--- src/design/svu_pkg.sv ---
package svu_pkg;

  // Strip geometry
  localparam int STRIP_LENGTH = 24;
  localparam int HALF         = STRIP_LENGTH / 2;

  // Field widths
  localparam int IDX_W   = 6;
  localparam int LVL_W   = 8;
  localparam int DECAY_W = 11;
  localparam int PEAK_W  = 14;
  localparam int COLOR_W = 8;

  // Lit count holds 0..HALF, peak position holds 0..HALF-1
  localparam int LIT_W = $clog2(HALF + 1);
  localparam int POS_W = (HALF > 1) ? $clog2(HALF) : 1;

  localparam logic [DECAY_W-1:0] DECAY_RESET = DECAY_W'(111);

  localparam logic [COLOR_W-1:0] BAR_GREY = COLOR_W'(220);
  localparam logic [COLOR_W-1:0] PEAK_RED = COLOR_W'(255);
  localparam logic [COLOR_W-1:0] GLOW_RED = COLOR_W'(180);

  localparam logic [IDX_W-1:0] LAST_IDX = IDX_W'(STRIP_LENGTH - 1);
  localparam logic [IDX_W-1:0] HALF_IDX = IDX_W'(HALF);

  typedef struct packed {
    logic [COLOR_W-1:0] red;
    logic [COLOR_W-1:0] green;
    logic [COLOR_W-1:0] blue;
  } pixel_t;

  // floor(lvl * HALF * 256 / 255) = m + floor(m / 255), m = lvl * HALF.
  // m / 255 uses (m + 1 + (m >> 8)) >> 8, exact for m below 65535.
  function automatic logic [PEAK_W-1:0] bar_fixed(input logic [LVL_W-1:0] lvl);
    logic [PEAK_W-1:0] m;
    logic [PEAK_W-1:0] q;
    m = PEAK_W'(lvl) * PEAK_W'(HALF);
    q = (m + PEAK_W'(1) + (m >> 8)) >> 8;
    return m + q;
  endfunction

  // Peak marker position: integer part, capped at HALF-1
  function automatic logic [POS_W-1:0] peak_pos(input logic [PEAK_W-1:0] peak);
    logic [PEAK_W-9:0] p;
    p = peak[PEAK_W-1:8];
    if (p >= (PEAK_W - 8)'(HALF)) begin
      p = (PEAK_W - 8)'(HALF - 1);
    end
    return POS_W'(p);
  endfunction

endpackage

--- src/design/stereo_led_vu_meter_peak_hold_core.sv ---
// Channel | Direction | Handshake              | Payload
// --------+-----------+------------------------+-------------------------------------------
// in      | input     | in_valid / in_ready    | in_level_left, in_level_right
// out     | output    | out_valid / out_ready  | out_pixel_index, out_red/green/blue,
//         |           |                        | out_last_pixel
// cfg     | input     | cfg_wr_en (no wait)    | cfg_wr_data (decay_step)
//
// One request yields STRIP_LENGTH pixels, one per cycle while out_ready stays
// high; the pixel counter steps through them.
// A request is held in an input register and loaded into the frame registers
// in the same cycle the previous frame's last pixel moves out, so frames
// stream with no gap. A stall on out_ready freezes the pixel counter.
// rst_n is synchronous, active low: clears peaks, control state and sets
// decay_step to 111 (0.43 pixel per frame).
module stereo_led_vu_meter_peak_hold_core (
  input  logic                        clk,
  input  logic                        rst_n,

  input  logic                        in_valid,
  output logic                        in_ready,
  input  logic [svu_pkg::LVL_W-1:0]   in_level_left,
  input  logic [svu_pkg::LVL_W-1:0]   in_level_right,

  output logic                        out_valid,
  input  logic                        out_ready,
  output logic [svu_pkg::IDX_W-1:0]   out_pixel_index,
  output logic [svu_pkg::COLOR_W-1:0] out_red,
  output logic [svu_pkg::COLOR_W-1:0] out_green,
  output logic [svu_pkg::COLOR_W-1:0] out_blue,
  output logic                        out_last_pixel,

  input  logic                        cfg_wr_en,
  input  logic [svu_pkg::DECAY_W-1:0] cfg_wr_data
);

  // Config register
  logic [svu_pkg::DECAY_W-1:0] decay_r;

  // Input request register
  logic                      req_vld_r;
  logic [svu_pkg::LVL_W-1:0] lvl_l_r;
  logic [svu_pkg::LVL_W-1:0] lvl_r_r;

  // Peak state (8 fraction bits)
  logic [svu_pkg::PEAK_W-1:0] peak_l_r, peak_l_nxt;
  logic [svu_pkg::PEAK_W-1:0] peak_r_r, peak_r_nxt;

  // Frame registers: what the pixel generator draws from
  logic                      act_r;
  logic [svu_pkg::IDX_W-1:0] cnt_r;
  logic [svu_pkg::LIT_W-1:0] lit_l_r, lit_r_r;
  logic [svu_pkg::POS_W-1:0] pk_l_r, pk_r_r;

  // Output register
  logic                      out_vld_r;
  logic [svu_pkg::IDX_W-1:0] idx_r;
  svu_pkg::pixel_t           pix_r, pix_nxt;
  logic                      last_r;

  logic [svu_pkg::PEAK_W-1:0] bar_l, bar_r;
  logic out_stall, adv, last_cnt, frame_done, load;

  assign out_stall  = out_vld_r && !out_ready;
  assign adv        = act_r && !out_stall;
  assign last_cnt   = (cnt_r == svu_pkg::LAST_IDX);
  assign frame_done = adv && last_cnt;
  assign load       = req_vld_r && (!act_r || frame_done);
  assign in_ready   = !req_vld_r || load;

  // Bar lengths and peak update for the waiting request
  assign bar_l = svu_pkg::bar_fixed(lvl_l_r);
  assign bar_r = svu_pkg::bar_fixed(lvl_r_r);

  always_comb begin
    if (bar_l > peak_l_r) begin
      peak_l_nxt = bar_l;
    end else if (peak_l_r > svu_pkg::PEAK_W'(decay_r)) begin
      peak_l_nxt = peak_l_r - svu_pkg::PEAK_W'(decay_r);
    end else begin
      peak_l_nxt = '0;
    end
    if (bar_r > peak_r_r) begin
      peak_r_nxt = bar_r;
    end else if (peak_r_r > svu_pkg::PEAK_W'(decay_r)) begin
      peak_r_nxt = peak_r_r - svu_pkg::PEAK_W'(decay_r);
    end else begin
      peak_r_nxt = '0;
    end
  end

  // Pixel generator: channel select, then grey bar, red peak, dark red glow
  logic [svu_pkg::IDX_W-1:0] pos, lit, pk, pk_inc;
  logic                      in_left;

  always_comb begin
    in_left = (cnt_r < svu_pkg::HALF_IDX);
    if (in_left) begin
      pos = cnt_r;
      lit = svu_pkg::IDX_W'(lit_l_r);
      pk  = svu_pkg::IDX_W'(pk_l_r);
    end else begin
      pos = cnt_r - svu_pkg::HALF_IDX;
      lit = svu_pkg::IDX_W'(lit_r_r);
      pk  = svu_pkg::IDX_W'(pk_r_r);
    end
    pk_inc  = pk + svu_pkg::IDX_W'(1);
    pix_nxt = '0;
    if (pos < svu_pkg::HALF_IDX && pos < lit) begin
      pix_nxt.red   = svu_pkg::BAR_GREY;
      pix_nxt.green = svu_pkg::BAR_GREY;
      pix_nxt.blue  = svu_pkg::BAR_GREY;
    end
    if (pk != '0 && pos == pk) begin
      pix_nxt       = '0;
      pix_nxt.red   = svu_pkg::PEAK_RED;
    end
    if (pk != '0 && pos == pk_inc) begin
      pix_nxt       = '0;
      pix_nxt.red   = svu_pkg::GLOW_RED;
    end
  end

  // Control and state
  always_ff @(posedge clk) begin
    if (!rst_n) begin
      decay_r   <= svu_pkg::DECAY_RESET;
      req_vld_r <= 1'b0;
      peak_l_r  <= '0;
      peak_r_r  <= '0;
      act_r     <= 1'b0;
      cnt_r     <= '0;
      out_vld_r <= 1'b0;
    end else begin
      if (cfg_wr_en) begin
        decay_r <= cfg_wr_data;
      end

      if (in_valid && in_ready) begin
        req_vld_r <= 1'b1;
      end else if (load) begin
        req_vld_r <= 1'b0;
      end

      if (load) begin
        peak_l_r <= peak_l_nxt;
        peak_r_r <= peak_r_nxt;
        act_r    <= 1'b1;
        cnt_r    <= '0;
      end else if (frame_done) begin
        act_r    <= 1'b0;
      end else if (adv) begin
        cnt_r    <= cnt_r + svu_pkg::IDX_W'(1);
      end

      if (adv) begin
        out_vld_r <= 1'b1;
      end else if (out_ready) begin
        out_vld_r <= 1'b0;
      end
    end
  end

  // Payload registers
  always_ff @(posedge clk) begin
    if (in_valid && in_ready) begin
      lvl_l_r <= in_level_left;
      lvl_r_r <= in_level_right;
    end
    if (load) begin
      lit_l_r <= svu_pkg::LIT_W'(bar_l >> 8);
      lit_r_r <= svu_pkg::LIT_W'(bar_r >> 8);
      pk_l_r  <= svu_pkg::peak_pos(peak_l_nxt);
      pk_r_r  <= svu_pkg::peak_pos(peak_r_nxt);
    end
    if (adv) begin
      idx_r  <= cnt_r;
      pix_r  <= pix_nxt;
      last_r <= last_cnt;
    end
  end

  assign out_valid       = out_vld_r;
  assign out_pixel_index = idx_r;
  assign out_red         = pix_r.red;
  assign out_green       = pix_r.green;
  assign out_blue        = pix_r.blue;
  assign out_last_pixel  = last_r;

endmodule

--- config.mk ---
export PLATFORM = sky130hd
export DESIGN_NAME = stereo_led_vu_meter_peak_hold_core
export DESIGN_NICKNAME = d
export VERILOG_FILES = /design/src/design/svu_pkg.sv /design/src/design/stereo_led_vu_meter_peak_hold_core.sv
export SDC_FILE = /design/constraint.sdc
export NUM_CORES = 1
export LEC_CHECK = 0
export BUFFER_PORTS_ARGS = -buffer_cell sky130_fd_sc_hd__buf_2
export CORE_MARGIN = 2
export CORE_UTILIZATION = 24
export CTS_CLUSTER_SIZE = 40
export DETAILED_ROUTE_END_ITERATION = 12
export HOLD_SLACK_MARGIN = 0.06
export PLACE_DENSITY = 0.51
export SLEW_MARGIN = 40
export SYNTH_ARGS = -nofsm -noshare
export SYNTH_HDL_FRONTEND = slang
export SYNTH_SLANG_ARGS = --single-unit
--- constraint.sdc ---
create_clock -name clk -period 7.11 [get_ports clk]
set_input_delay 1.0665 -clock clk [delete_from_list [all_inputs] [get_ports clk]]
set_output_delay 1.0665 -clock clk [all_outputs]
set_load 0.005 [all_outputs]
==> summary.md <==
| Metric | Value |
|---|---|
| Max-cap violations | `0` |
| Vias per inst | `between 4 and 5` |
| CTS tree | `yes` |
| Routability Congestion | `roughly 0.85` |
| Fillcell total | `3297` |
| Least-Margin Pin Slew | `~0.77 ns` |
| Leak | `roughly 3.4 nW` |
| Clk_lat worst skew | `between 0.3 and 0.4 ns` |
| Ys async rst share | `0` |
| All-Layer GR Usage | `0.116` |
| Clock sinks | `92` |
| Clock tree buffer depth | `2` |
| Die Area | `32900 um2` |
| Max Freq | `151 MHz` |
| IO Pins | `65` |
| Share of cells above drive strength 1 | `0.157` |
| Inst Count DP | `around 1300` |
| Syn. warnings | `0` |
| Max IR drop VDD | `between 100 and 150 uV` |
| Hold Slack | `~0.50 ns` |
| Critical Path Max Stage Delay | `around 0.45 ns` |
| CP endpoint kind | `flip-flop` |
| Row count | `between 60 and 70` |
| Library cells used by synthesis | `86` |
| Layout Cell Area excl Fill | `between 8000 and 9000 um2` |
| Die Width | `roughly 180 um` |
| CP most frequent cell | `ha_1` |
| DRC viols | `0` |
| CTS clk-pin slew, worst paths | `0.08 ns` |
| Tmin final | `~6.6 ns` |
| Final Setup Violations | `0` |
| Inserted Diodes | `0` |
| Crit-path slowest cell | `edfxtp_1` |
| Sum Neg Setup Slack | `0 ns` |
| Core ar. | `approximately 31000 um2` |
| First-pass GRT wire length | `~31 mm` |
| DP Wirelength | `approximately 14 mm` |
| Wire per inst | `14.6 um` |
| M1 WL | `about 9.5 mm` |
| Vias | `6039` |
| Post-synthesis cell count | `~830` |
| Run status | `complete, no violations` |
| Commonest non-fill, non-tap cell in the layout | `ha_1` |
| HP Class | `reg2reg` |
| Average size of a mapped cell | `~9.1 um2` |
| Starting Density | `0.245` |
| Final Max Tran Viols | `0` |
| Grt ovf | `0` |
| Routed met3 length | `about 550 um` |
| Clock skew | `roughly 0.014 ns` |
| Post-DRT Antenna Nets | `0` |
| WP data arrival | `around 6.8 ns` |
| Routed wire length | `18.6 mm` |
| Top delay family on crit path | `simple AND/OR/NAND/NOR gates` |
| Syn-to-layout area delta | `13.8%` |
| DR WL met2 | `8.32 mm` |
| Vias in the first global route | `a little under 6000` |
| Register area share after synthesis | `0.302` |
| #FFs+latches synth | `92` |
| Hold Fails Final Rpt | `0` |
| Post-synth design cell area | `7550 um2` |
| Element type at the critical path start | `flip-flop` |
| Most frequent cells in the layout | `79 x ha_1, 66 x nor2_1, 65 x inv_1` |
| Max Used Layer | `met4` |
| H-tree Lvls | `3` |
| Total power | `approximately 1.9 mW` |
| Non-Filler Instances | `~1300` |
| Initial antenna violation count | `0` |
| Final period util | `0.933` |
| Post-synth EDFFs | `between 40 and 50` |
| Total Nets Final | `between 900 and 1000` |
| CP required | `7.23 ns` |
| Pwr/cell area | `approximately 220 nW/um2` |
| Placed Area | `8180 um2` |
| Max FO, Critical Path | `6` |
| Root buf cell | `clkbuf_16` |
| DR pass1 iterations | `5` |
| Initial detailed-routing violation count | `around 310` |
| Largest net degree at the start of global routing | `31` |
| CTS Hold Bufs | `0` |
| Worst path bufs/invs | `2` |
| Inserted Clock Buffers | `9` |
| Crit Path Category | `reg2reg` |
| Die Span Y | `between 150 and 200 um` |
| Port buffer count | `58` |
| Post-synth top flop | `dfxtp_1` |
| Slew headroom | `0.486` |
-- metrics by stage --
| stage | util | worst slack [ns] |
|---|---|---|
| after floorplan | - | 0.559 |
| after CTS | 0.275 | 0.0159 |
| after detailed placement | 0.266 | 0.00297 |
| after global placement | 0.266 | 0.269 |
| after global routing | 0.279 | -0.000864 |
| final | 0.279 | 0.475 |
-- routing by layer --
layer	track usage	vias up
met5	0	-
met4	0.0374	0
met3	0.0169	18
met2	0.185	96
met1	0.160	2769
li1	-	3156
-- where the power goes --
| group | total [mW] | switching [mW] | internal [mW] | leakage, nW |
|---|---|---|---|---|
| sequential | 0.642 | 0.0323 | 0.610 | 0.812 |
| clock | 0.489 | 0.245 | 0.244 | 0.140 |
| combinational | 0.777 | 0.450 | 0.328 | 2.48 |
| total | 1.91 | 0.727 | 1.18 | 3.44 |
-- worst register-to-register path, delay by kind of cell (launching register included) --
family	cells	cell delay, ns
and+or+nand+nor	12	2.25
AOI/OAI and AO/OA	8	2.03
buffers and inverters	2	0.35
DFF	1	0.45
adders and majority gates	4	1.29
-- logic make-up after synthesis --
| family | count (synthesis) | share of synthesized area |
|---|---|---|
| buffers and inverters | 112 | 0.0666 |
| adder cells (fa/ha/maj) | 88 | 0.151 |
| other | 1 | 0.000497 |
| multiplexers | 19 | 0.0259 |
| AO/OA/AOI/OAI | 225 | 0.223 |
| AND/OR/NAND/NOR | 246 | 0.174 |
| flip-flops | 92 | 0.302 |
| XOR/XNOR | 49 | 0.0569 |
-- what timing repair did --
action	in CTS	in global routing
pin swaps	1	3
endpoints found under the setup margin	3	18
setup buffers	0	6
resized for setup	0	10
-- layout make-up --
class,instances,area [um2],share of cell area
timing repair buffer,74,410,0.0478
sequential,92,2280,0.266
clock buffer,9,225,0.0262
clock inverter,7,57.6,0.00670
tap,396,495,0.0577
multi-input combinational,633,4870,0.567
inverter,66,249,0.0290
-- state kept, by name, summed over array words and instances, names as in the netlist, 6 cells and up --
name	cells
lvl_l_r	8
decay_r	11
lvl_r_r	8
out_pixel_index	6
peak_r_r	14
cnt_r	6
peak_l_r	14
-- final timing paths --
kind	endpoint	depth (start not counted)	start	slack, ns
max reg2reg	pk_r_r[2]	26	lvl_r_r[1]	0.48
min reg2reg	act_r	2	req_vld_r	0.50
max	pk_r_r[2]	26	lvl_r_r[1]	0.48
min	act_r	2	req_vld_r	0.50
-- synth_stat cells, drive strengths merged (8+ instances only) --
library cell / number / share of area
buf: 26 / 0.024
a221oi: 8 / 0.0093
dfxtp: 48 / 0.13
nand3: 22 / 0.015
nor4: 10 / 0.0091
and2: 12 / 0.010
xnor2: 30 / 0.035
nor2: 67 / 0.034
a21oi: 53 / 0.035
a21o: 9 / 0.0091
a211oi: 27 / 0.029
mux2i: 18 / 0.024
nor3: 30 / 0.022
o21a: 13 / 0.013
inv: 65 / 0.032
ha: 80 / 0.13
clkbuf: 20 / 0.0099
edfxtp: 44 / 0.18
o211ai: 14 / 0.015
nand2: 37 / 0.018
xor2: 19 / 0.022
nand4: 14 / 0.014
o21ai: 40 / 0.027
nor2b: 8 / 0.0066
(Power assumes the default switching activity.)
